<file path="config.mk">
export PLATFORM = sky130hd
export DESIGN_NAME = ring_buffer_moving_average_unit
export DESIGN_NICKNAME = d
export VERILOG_FILES = /design/src/rtl/rbma_pkg.sv /design/src/rtl/ring_buffer_moving_average_unit.sv
export SDC_FILE = /design/constraint.sdc
export NUM_CORES = 1
export LEC_CHECK = 0
export BUFFER_PORTS_ARGS = -buffer_cell sky130_fd_sc_hd__buf_4
export CAP_MARGIN = 30
export CORE_UTILIZATION = 49
export CTS_BUF_LIST = sky130_fd_sc_hd__clkbuf_8
export DETAILED_ROUTE_END_ITERATION = 10
export SYNTH_ARGS = -nofsm -noshare
export SYNTH_HDL_FRONTEND = slang
export SYNTH_SLANG_ARGS = --single-unit
export TNS_END_PERCENT = 5
</file>
<file path="constraint.sdc">
create_clock -name clk -period 15.8 [get_ports clk]
set_input_delay 0.79 -clock clk [delete_from_list [all_inputs] [get_ports clk]]
set_output_delay 0.79 -clock clk [all_outputs]
set_load 0.01 [all_outputs]
</file>
<file path="src/rtl/rbma_pkg.sv">
// shared types and constants for the ring buffer moving average unit
package rbma_pkg;

    localparam int FILL_W = 6;

    localparam logic OP_PUSH  = 1'b0;
    localparam logic OP_CLEAR = 1'b1;

    typedef enum logic [5:0] {
        S_IDLE = 6'b000001,
        S_SUB  = 6'b000010,
        S_ADD  = 6'b000100,
        S_ABS  = 6'b001000,
        S_DIV  = 6'b010000,
        S_OUT  = 6'b100000
    } state_t;

endpackage

</file>
<file path="src/rtl/ring_buffer_moving_average_unit.sv">
// moving average over a ring of the most recent samples, with a shared add/subtract unit
//
// input channel s_axis: tuser carries the operation (push a sample or clear the window),
// tdata carries the signed sample. output channel m_axis: tdata carries the truncated
// average and the fill count, tuser carries the overwrite flag.
// every transfer on s_axis gives exactly one transfer on m_axis.
// a push reads the oldest entry from the sample memory, updates the running sum with two
// passes through the adder, takes the magnitude, then runs a restoring divide of the sum
// by the fill count, one quotient bit per cycle through the same adder, and fixes the sign.
// a push steps from its transfer through S_SUB, S_ADD, S_ABS, the bit-serial divide in S_DIV and
// S_OUT, which writes the result; a clear goes straight to S_OUT. s_axis_tready is high only while
// the sequencer is idle, so no new transfer is taken until the last one has written its result.
// the result sits in an output register: a new item is taken while it waits, and only the
// final step of the next item holds until m_axis_tready frees that register.
// reset empties the window (count, sum and write position go to zero) and drops
// m_axis_tvalid; the sample memory is not cleared, a full window only reads entries
// written since the last clear.
module ring_buffer_moving_average_unit #(
    parameter int WINDOW      = 50,
    parameter int SAMPLE_BITS = 16
) (
    input  logic clk,
    input  logic rst_n,
    input  logic s_axis_tvalid,
    output logic s_axis_tready,
    // sample
    input  logic [((SAMPLE_BITS + 7) / 8) * 8 - 1:0] s_axis_tdata,
    // operation
    input  logic s_axis_tuser,
    output logic m_axis_tvalid,
    input  logic m_axis_tready,
    // average, fill_count
    output logic [((SAMPLE_BITS + rbma_pkg::FILL_W + 7) / 8) * 8 - 1:0] m_axis_tdata,
    // overwrote
    output logic m_axis_tuser
);
    import rbma_pkg::*;

    localparam int CNT_W  = $clog2(WINDOW + 1);
    localparam int POS_W  = (WINDOW > 1) ? $clog2(WINDOW) : 1;
    localparam int SUM_W  = SAMPLE_BITS + CNT_W;
    localparam int AW     = SUM_W + 1;
    localparam int ITER_W = $clog2(SUM_W);
    localparam int OUT_W  = ((SAMPLE_BITS + FILL_W + 7) / 8) * 8;

    localparam logic [CNT_W-1:0] WIN_CNT  = CNT_W'(WINDOW);
    localparam logic [POS_W-1:0] LAST_POS = POS_W'(WINDOW - 1);

    logic [SAMPLE_BITS-1:0] mem [WINDOW];
    logic [SAMPLE_BITS-1:0] rd_data_reg;

    state_t                 state_reg, state_next;
    logic [SAMPLE_BITS-1:0] sample_reg, sample_next;
    logic [POS_W-1:0]       wpos_reg, wpos_next;
    logic [CNT_W-1:0]       count_reg, count_next;
    logic [SUM_W-1:0]       sum_reg, sum_next;
    logic [CNT_W-1:0]       rem_reg, rem_next;
    logic [SUM_W-1:0]       quo_reg, quo_next;
    logic [ITER_W-1:0]      iter_reg, iter_next;
    logic                   neg_reg, neg_next;
    logic                   ow_reg, ow_next;
    logic                   out_valid_reg, out_valid_next;
    logic [SAMPLE_BITS-1:0] out_avg_reg, out_avg_next;
    logic [FILL_W-1:0]      out_fill_reg, out_fill_next;
    logic                   out_ow_reg, out_ow_next;

    logic                   in_xfer;
    logic                   full;
    logic                   mem_we;
    logic                   out_free;
    logic [CNT_W:0]         rem_shift;
    logic                   div_ge;

    // shared add/subtract unit
    logic [AW-1:0]          alu_a;
    logic [AW-1:0]          alu_b;
    logic                   alu_sub;
    logic [AW-1:0]          alu_res;

    assign in_xfer   = s_axis_tvalid && s_axis_tready;
    assign full      = (count_reg == WIN_CNT);
    assign out_free  = !out_valid_reg || m_axis_tready;
    assign rem_shift = {rem_reg, quo_reg[SUM_W-1]};
    assign mem_we    = (state_reg == S_SUB);

    always_comb
    begin
        alu_a   = '0;
        alu_b   = '0;
        alu_sub = 1'b1;
        case (state_reg)
            S_SUB:
            begin
                alu_a = {sum_reg[SUM_W-1], sum_reg};
                alu_b = {{(AW - SAMPLE_BITS){rd_data_reg[SAMPLE_BITS-1]}}, rd_data_reg};
            end
            S_ADD:
            begin
                alu_a   = {sum_reg[SUM_W-1], sum_reg};
                alu_b   = {{(AW - SAMPLE_BITS){sample_reg[SAMPLE_BITS-1]}}, sample_reg};
                alu_sub = 1'b0;
            end
            S_ABS:
            begin
                alu_b = {sum_reg[SUM_W-1], sum_reg};
            end
            S_DIV:
            begin
                alu_a = AW'(rem_shift);
                alu_b = AW'(count_reg);
            end
            S_OUT:
            begin
                alu_b = AW'(quo_reg);
            end
            default:
            begin
                alu_a = '0;
            end
        endcase
    end

    assign alu_res = alu_sub ? (alu_a - alu_b) : (alu_a + alu_b);
    // both operands are non-negative during the divide, so the top bit is the borrow
    assign div_ge  = !alu_res[AW-1];

    always_comb
    begin
        state_next     = state_reg;
        sample_next    = sample_reg;
        wpos_next      = wpos_reg;
        count_next     = count_reg;
        sum_next       = sum_reg;
        rem_next       = rem_reg;
        quo_next       = quo_reg;
        iter_next      = iter_reg;
        neg_next       = neg_reg;
        ow_next        = ow_reg;
        out_valid_next = out_valid_reg && !m_axis_tready;
        out_avg_next   = out_avg_reg;
        out_fill_next  = out_fill_reg;
        out_ow_next    = out_ow_reg;
        case (state_reg)
            S_IDLE:
            begin
                if (in_xfer)
                begin
                    sample_next = s_axis_tdata[SAMPLE_BITS-1:0];
                    ow_next     = 1'b0;
                    if (s_axis_tuser == OP_CLEAR)
                    begin
                        count_next = '0;
                        sum_next   = '0;
                        quo_next   = '0;
                        neg_next   = 1'b0;
                        state_next = S_OUT;
                    end
                    else
                    begin
                        state_next = S_SUB;
                    end
                end
            end
            S_SUB:
            begin
                // oldest entry leaves the sum when the window is full
                if (full)
                begin
                    sum_next = alu_res[SUM_W-1:0];
                    ow_next  = 1'b1;
                end
                state_next = S_ADD;
            end
            S_ADD:
            begin
                sum_next   = alu_res[SUM_W-1:0];
                count_next = full ? count_reg : count_reg + 1'b1;
                wpos_next  = (wpos_reg == LAST_POS) ? '0 : wpos_reg + 1'b1;
                state_next = S_ABS;
            end
            S_ABS:
            begin
                neg_next   = sum_reg[SUM_W-1];
                quo_next   = sum_reg[SUM_W-1] ? alu_res[SUM_W-1:0] : sum_reg;
                rem_next   = '0;
                iter_next  = ITER_W'(SUM_W - 1);
                state_next = S_DIV;
            end
            S_DIV:
            begin
                rem_next  = div_ge ? alu_res[CNT_W-1:0] : rem_shift[CNT_W-1:0];
                quo_next  = {quo_reg[SUM_W-2:0], div_ge};
                iter_next = iter_reg - 1'b1;
                if (iter_reg == '0)
                begin
                    state_next = S_OUT;
                end
            end
            S_OUT:
            begin
                if (out_free)
                begin
                    out_valid_next = 1'b1;
                    out_avg_next   = neg_reg ? alu_res[SAMPLE_BITS-1:0]
                                             : quo_reg[SAMPLE_BITS-1:0];
                    out_fill_next  = FILL_W'(count_reg);
                    out_ow_next    = ow_reg;
                    state_next     = S_IDLE;
                end
            end
            default:
            begin
                state_next = S_IDLE;
            end
        endcase
    end

    always_ff @(posedge clk or negedge rst_n)
    begin
        if (!rst_n)
        begin
            state_reg     <= S_IDLE;
            wpos_reg      <= '0;
            count_reg     <= '0;
            sum_reg       <= '0;
            iter_reg      <= '0;
            out_valid_reg <= 1'b0;
        end
        else
        begin
            state_reg     <= state_next;
            wpos_reg      <= wpos_next;
            count_reg     <= count_next;
            sum_reg       <= sum_next;
            iter_reg      <= iter_next;
            out_valid_reg <= out_valid_next;
        end
    end

    always_ff @(posedge clk)
    begin
        sample_reg   <= sample_next;
        rem_reg      <= rem_next;
        quo_reg      <= quo_next;
        neg_reg      <= neg_next;
        ow_reg       <= ow_next;
        out_avg_reg  <= out_avg_next;
        out_fill_reg <= out_fill_next;
        out_ow_reg   <= out_ow_next;
    end

    // sample memory, read data registered
    always_ff @(posedge clk)
    begin
        if (mem_we)
        begin
            mem[wpos_reg] <= sample_reg;
        end
        rd_data_reg <= mem[wpos_reg];
    end

    assign s_axis_tready = (state_reg == S_IDLE);
    assign m_axis_tvalid = out_valid_reg;
    assign m_axis_tdata  = OUT_W'({out_fill_reg, out_avg_reg});
    assign m_axis_tuser  = out_ow_reg;

    a_count_bound: assert property (@(posedge clk) disable iff (!rst_n)
        count_reg <= WIN_CNT)
        else $error("fill count above window size");

    a_wpos_bound: assert property (@(posedge clk) disable iff (!rst_n)
        wpos_reg <= LAST_POS)
        else $error("write position outside the ring");

    a_clear_empties: assert property (@(posedge clk) disable iff (!rst_n)
        (in_xfer && s_axis_tuser == OP_CLEAR) |=> (count_reg == '0 && sum_reg == '0))
        else $error("clear did not empty the window");

    a_div_rem: assert property (@(posedge clk) disable iff (!rst_n)
        (state_reg == S_DIV) |-> (rem_reg < count_reg))
        else $error("divider remainder not below divisor");

    a_ow_full: assert property (@(posedge clk) disable iff (!rst_n)
        (m_axis_tvalid && m_axis_tuser) |-> (out_fill_reg == FILL_W'(WINDOW)))
        else $error("overwrite reported without a full window");

endmodule
</file>
==> results.sh, run 1 <==
export IMPL_outcome="complete, but fails checks"
export IMPL_violations="DRC"
export IMPL_yosys_area_share_simple=0.0598
export IMPL_cp_endpoint="rem_reg[2]"
export IMPL_rr_endpoint="rem_reg[2]"
export IMPL_fmax_mhz=152
export IMPL_worst_pin_slew_ns=1.03
export IMPL_drt_initial_drc_count=2630
export IMPL_rsz0062_at_grt="no"
export IMPL_synthAdderAreaFrac=0.0108
export IMPL_grt_pass1_vias=22000
export IMPL_hold_path_class="in2async"
export IMPL_core_rowCount=99
export IMPL_cap_violations=0
export IMPL_port_buffers=45
export IMPL_globalplace_congestion=0.963
export IMPL_cts_hold_buf=0
export IMPL_preCtsSetupSlack_ns=8.72
export IMPL_pin_count=48
export IMPL_htreeDepth=4
export IMPL_slew_headroom=0.306
export IMPL_wirelength_microns=105000
export IMPL_cts_sinks=931
export IMPL_syn_avg_cell_area_sq_um=15.8
export IMPL_fin_tns_setup_ns=0
export IMPL_yosysWarnings=0
export IMPL_r2r_start="state_reg[5]"
export IMPL_fin_nets=2518
export IMPL_critPathMaxFanout=26
export IMPL_finalCritPeriodShare=0.417
export IMPL_p_per_area_nw_per_um2=162
export IMPL_die_w_microns=275
export IMPL_grt_max_degree=54
export IMPL_die_h_microns=275
export IMPL_cp_end_kind="flop"
export IMPL_drc_errors=6
export IMPL_cts_buffers=150
export IMPL_worstSkewPairLatency_ns=0.82
export IMPL_clkTransAtPathRegs_ns=0.06
export IMPL_slew_violations=0
export IMPL_ctsLongestPathBuffers=3
export IMPL_ant_nets=0
export IMPL_layout_area_overhead_vs_synth_pct=12.8
export IMPL_grt_ovfl_total=0
export IMPL_dieArea_sq_um=75700
export IMPL_post_cts_buffers=0
export IMPL_final_cell_area_sq_um=41200
export IMPL_synth_top_family_by_area="compound AO/OA/AOI/OAI gates"
export IMPL_dpl_hpwl_microns=59300
export IMPL_yosysUniqueCellTypes=70
export IMPL_synth_compound_area_share=0.131
export IMPL_start_util=0.498
export IMPL_avgRoutedWirePerCell_microns=29.6
export IMPL_skew_ns=0.0311
export IMPL_drive_above_1_share=0.145
export IMPL_placed_area_sq_um=38400
export IMPL_largest_register_ff_count=800
export IMPL_cts_resized=0
export IMPL_r2r_slack_ns=9.21
export IMPL_hold_viol=0
export IMPL_vias=22500
export IMPL_root_buffer="clkbuf_8"
export IMPL_synth_enable_flop_cells=869
export IMPL_crit_start="state_reg[5]"
export IMPL_finalCriticalPeriod_ns=6.59
export IMPL_ys_ff_latch=931
export IMPL_irDropWorstVdd_mv=0.0801
export IMPL_dr_pass1_iters=10
export IMPL_coreArea_sq_um=73300
export IMPL_grt_pass1_wl_microns=150000
export IMPL_syn_inst=2311
export IMPL_synth_main_ff_cell="edfxtp_1"
export IMPL_ys_seq_area_frac=0.755
export IMPL_worst_r2r_path_depth=22
export IMPL_leakage_nw=13.8
export IMPL_synth_xor_area_share=0.0103
export IMPL_synth_area_sq_um=36500
export IMPL_async_flop_share=0.0494
export IMPL_cts_tree="built"
export IMPL_synthMuxAreaShare=0.0153
export IMPL_cp_data_arrival_time_ns=7.21
export IMPL_cp_start_kind="flop"
export IMPL_fin_ws_ns=9.21
export IMPL_setup_viol=0
export IMPL_required_ns=16.43
export IMPL_grt_usage=0.278
export IMPL_grt_antenna_before_repair=2
export IMPL_routed_via_density=6.36
export IMPL_setup_worst_path_class="reg2reg"
-- area by class of cell --
class,instances,area [sq um]
fill,5833,32100
sequential,931,27600
multi-input combinational,1213,8390
clock buffer,158,2170
timing repair buffer,152,1200
tap,959,1200
clock inverter,106,606
inverter,18,67.6
antenna,1,2.50
-- report_power, final --
| part | leakage, nW | internal [mW] | switching, mW |
|---|---|---|---|
| logic | 3.55 | 0.586 | 1.20 |
| clock network | 1.61 | 0.985 | 0.952 |
| registers | 8.61 | 2.90 | 0.0622 |
-- worst min path at each step --
stage / startpoint / end / slack [ns] / cells after the start
6_report: rst_n / count_reg[4] / 0.05 / 1
5_1_grt: rst_n / sum_reg[17] / 0.07 / 1
4_1_cts: rst_n / sum_reg[17] / 0.03 / 1
3_5_place_dp: ow_reg / m_axis_tuser / 0.41 / 0
3_3_place_gp: ow_reg / m_axis_tuser / 0.43 / 0
2_1_floorplan: ow_reg / m_axis_tuser / 0.40 / 0
-- placed cells by master (no fill, tap or decap), types with 28 or more instances in the layout --
| master | count |
|---|---|
| nand2_1 | 106 |
| a221oi_1 | 63 |
| dfrtp_1 | 45 |
| nor2_1 | 111 |
| mux2i_1 | 40 |
| inv_1 | 68 |
| nand4_1 | 55 |
| a22oi_1 | 280 |
| a22o_1 | 79 |
| a21oi_1 | 51 |
| nand3_1 | 33 |
| xnor2_1 | 31 |
| clkbuf_8 | 158 |
| a31oi_1 | 42 |
| buf_4 | 146 |
| edfxtp_1 | 869 |
| ha_1 | 30 |
| clkinv_1 | 28 |
| o21ai_0 | 62 |
-- cell usage after synthesis, drive strengths merged, types with 3 or more instances --
cell / n / area [sq um]
nor4: 9 / 68.8
inv: 18 / 67.6
o21a: 3 / 22.5
nand2: 106 / 398
nor3: 18 / 90.1
ha: 30 / 375
buf: 38 / 161
dfxtp: 16 / 320
a31oi: 42 / 263
a22o: 79 / 692
nor3b: 4 / 30.0
o21ai: 63 / 315
nand4: 56 / 357
xnor2: 31 / 272
clkbuf: 112 / 420
and2: 21 / 131
o211ai: 7 / 52.6
a221o: 5 / 50.1
o22ai: 4 / 25.0
or4: 6 / 52.6
nand3b: 4 / 30.0
o2111ai: 9 / 78.8
mux2: 14 / 158
mux2i: 40 / 400
nand4b: 4 / 35.0
a32oi: 6 / 52.6
a221oi: 63 / 552
and3: 28 / 175
nor2: 112 / 420
nor2b: 13 / 81.3
a41oi: 4 / 35.0
a21oi: 51 / 255
a22oi: 280 / 2100
and3b: 7 / 61.3
edfxtp: 869 / 26100
dfrtp: 45 / 1130
nand2b: 7 / 43.8
nand3: 33 / 165
a21o: 8 / 60.1
o221ai: 3 / 26.3
a41o: 8 / 80.1
xor2: 11 / 104
-- metal layers --
metal / vias to the layer above / GRT usage / routed length (microns)
li1: 9707 / - / -
met1: 11500 / 0.375 / 42500
met2: 1068 / 0.449 / 50200
met3: 206 / 0.0512 / 8570
met4: 0 / 0.108 / 3500
met5: - / 0 / 0
-- through the flow --
stage / hold slack (ns) / power (mW) / std cells / utilization
6_report: 0.0542 / 6.69 / 3538 / 0.562
4_1_cts: 0.0336 / 6.69 / 3534 / 0.561
3_3_place_gp: 0.429 / 4.72 / 3266 / 0.523
2_1_floorplan: 0.400 / 4.09 / 2312 / -
3_5_place_dp: 0.407 / 4.77 / 3270 / 0.524
5_1_grt: 0.0738 / 6.93 / 3538 / 0.562
-- kinds of logic (layout without fill, tap and decap cells) --
logic type,Yosys count,after routing
other,1,3
buffers and inverters,168,434
and+or+nand+nor,434,434
muxes,54,54
xor gates and xnor gates,42,42
adders and majority gates,31,31
AOI/OAI and AO/OA,650,650
DFF,931,931
-- critical path, stage by stage (launching register included) --
cell and delay [ns]:
dfrtp_1 0.47, nor4_4 0.94, nand2_1 0.17, inv_1 0.26
buf_4 0.34, a22oi_1 0.10, and3_1 0.24, ha_1 0.22
inv_1 0.06, a221o_1 0.10, o31a_1 0.22, xor2_1 0.18
ha_1 0.30, a21o_1 0.20, a21oi_1 0.19, a21oi_1 0.12
o41ai_1 0.31, clkbuf_2 0.24, o21ai_0 0.18, o41ai_1 0.48
o21ai_0 0.27, xor2_2 0.51, mux2i_1 0.29
No activity file was read; power rests on OpenSTA's default activity.
==> inputs of run 2 (changes only) <==
--- a/config.mk
+++ b/config.mk
@@ -10,6 +10,7 @@
 export CORE_UTILIZATION = 49
 export CTS_BUF_LIST = sky130_fd_sc_hd__clkbuf_8
 export DETAILED_ROUTE_END_ITERATION = 10
+export PLACE_DENSITY = 0.67
 export SYNTH_ARGS = -nofsm -noshare
 export SYNTH_HDL_FRONTEND = slang
 export SYNTH_SLANG_ARGS = --single-unit
==> constraint.sdc (replaced) <==
create_clock -name clk -period 5.7 [get_ports clk]
set_input_delay 0.285 -clock clk [delete_from_list [all_inputs] [get_ports clk]]
set_output_delay 0.285 -clock clk [all_outputs]
set_load 0.01 [all_outputs]
==> results.sh, run 2 (synthesis results as in run 1) <==
export IMPL_worst_pin_slew_ns=0.954
export IMPL_skew_ns=0.0633
export IMPL_finalPower_mw=18.5
export IMPL_cts_sinks=931
export IMPL_fin_nets=2558
export IMPL_hold_path_class="in2async"
export IMPL_ctsLongestPathBuffers=3
export IMPL_outcome="complete, but fails checks"
export IMPL_vias=22900
export IMPL_irDropWorstVdd_mv=0.325
export IMPL_fin_tns_setup_ns=0
export IMPL_pin_count=48
export IMPL_post_cts_buffers=0
export IMPL_wirelength_microns=103000
export IMPL_core_rowCount=99
export IMPL_die_h_microns=275
export IMPL_fmax_mhz=185
export IMPL_grt_max_degree=98
export IMPL_drt_initial_drc_count=3035
export IMPL_final_common_cell="edfxtp_1"
export IMPL_htreeDepth=4
export IMPL_worstSkewPairLatency_ns=0.86
export IMPL_required_ns=6.26
export IMPL_avgRoutedWirePerCell_microns=28.8
export IMPL_routed_via_density=6.38
export IMPL_grt_antenna_before_repair=3
export IMPL_finalCritPeriodShare=0.948
export IMPL_coreArea_sq_um=73300
export IMPL_critPathMaxFanout=7
export IMPL_finalCriticalPeriod_ns=5.40
export IMPL_slew_violations=0
export IMPL_grt_pass1_wl_microns=150000
export IMPL_die_w_microns=275
export IMPL_p_per_area_nw_per_um2=446
export IMPL_cp_data_arrival_time_ns=5.96
export IMPL_violations="DRC"
export IMPL_port_buffers=45
export IMPL_preCtsSetupSlack_ns=0.264
export IMPL_globalplace_congestion=0.951
export IMPL_grt_pass1_vias=22100
export IMPL_leakage_nw=14.0
export IMPL_setup_viol=0
export IMPL_rsz0062_at_grt="no"
export IMPL_cp_end_kind="flop"
export IMPL_drc_errors=7
export IMPL_clkTransAtPathRegs_ns=0.06
export IMPL_largest_register_ff_count=800
export IMPL_dieArea_sq_um=75700
export IMPL_grt_usage=0.276
export IMPL_cts_buffers=149
export IMPL_grt_ovfl_total=0
export IMPL_setup_worst_path_class="reg2reg"
export IMPL_layout_common_cells="edfxtp_1 (869), a22oi_1 (280), buf_4 (164), clkbuf_8 (151), nor2_1 (111)"
export IMPL_root_buffer="clkbuf_8"
export IMPL_fin_ws_ns=0.299
export IMPL_cts_tree="built"
export IMPL_start_util=0.498
export IMPL_drive_above_1_share=0.148
export IMPL_ant_nets=0
export IMPL_cap_violations=0
export IMPL_cp_start_kind="flop"
export IMPL_hold_viol=0
export IMPL_slew_headroom=0.364
export IMPL_n_fill_cell=5725
export IMPL_dr_pass1_iters=8
export IMPL_layout_area_overhead_vs_synth_pct=13.8
export IMPL_dpl_hpwl_microns=59700
## run 2: cell count changes in the layout (fill, tap and decap cells not counted), moves of 4 or more
cell / change
inv_1: +9
clkinv_1: +8
clkinv_2: -4
buf_4: +18
dlygate4sd3_1: +21
clkbuf_8: -7
buf_12: +6
## run 2: where the power goes
part | switching (mW) | internal [mW] | total (mW) | leakage, nW
logic | 3.27 | 1.73 | 5.00 | 3.75
registers | 0.216 | 8.05 | 8.27 | 8.61
clock network | 2.69 | 2.57 | 5.25 | 1.60
## run 2: worst max-delay path, stage by stage (launching register included)
cell and delay, ns:
dfstp_2 0.58, nor4_2 0.08, and3b_1 0.25, a222oi_1 0.32, and3_1 0.22, ha_1 0.17, inv_1 0.05, a221o_1 0.25
o31a_1 0.32, xor2_1 0.20, ha_1 0.37, a21o_1 0.20, a21oi_1 0.18, a21oi_1 0.12, o41ai_1 0.35, buf_4 0.21
o21ai_0 0.15, o41ai_2 0.26, buf_4 0.17, o21ai_0 0.14, xor2_2 0.20, buf_4 0.18, mux2i_1 0.13
## run 2: layer usage
metal,vias to the layer above,track usage,routed length [microns]
met5,-,0,27
met4,4,0.121,3810
met3,216,0.0573,10100
met2,1328,0.427,48500
met1,11500,0.379,41000
li1,9813,-,-
## run 2: cell type report
type                       count  area, sq um  share of cell area
clock inverter               121          654              0.0157
multi-input combinational   1213         8410               0.202
sequential                   931        27600               0.663
clock buffer                 151         2080              0.0500
antenna                        1         2.50           0.0000602
timing repair buffer         193         1590              0.0382
inverter                      18         67.6             0.00163
tap                          959         1200              0.0289
## run 2: worst paths after layout
kind,start,end,slack (ns),cells past startpoint
worst max register to register,state_reg[0],rem_reg[2],0.30,22
worst min register to register,ow_reg,m_axis_tuser,0.44,0
worst max-delay path,state_reg[0],rem_reg[2],0.30,22
max in group asynchronous,rst_n,sum_reg[6],5.15,2
worst min-delay path,rst_n,sum_reg[14],0.07,2
min in group clk,s_axis_tdata[9],sample_reg[9],0.19,2
## run 2: what timing repair did
| action | 4_1_cts | 5_1_grt |
|---|---|---|
| endpoints found under the hold margin | 68 | 0 |
| gates resized for setup | 0 | 4 |
| endpoints found under the setup margin | 0 | 7 |
| hold buffers | 21 | 0 |
## run 2: per-stage QoR
stage | hold slack (ns) | instance area, sq um | utilization | instances
2_1_floorplan | -0.0106 | 36500 | - | 2312
3_3_place_gp | 0.364 | 38600 | 0.526 | 3291
3_5_place_dp | 0.387 | 38600 | 0.526 | 3292
4_1_cts | 0.0516 | 41500 | 0.566 | 3585
5_1_grt | 0.137 | 41600 | 0.567 | 3587
6_report | 0.0692 | 41600 | 0.567 | 3587
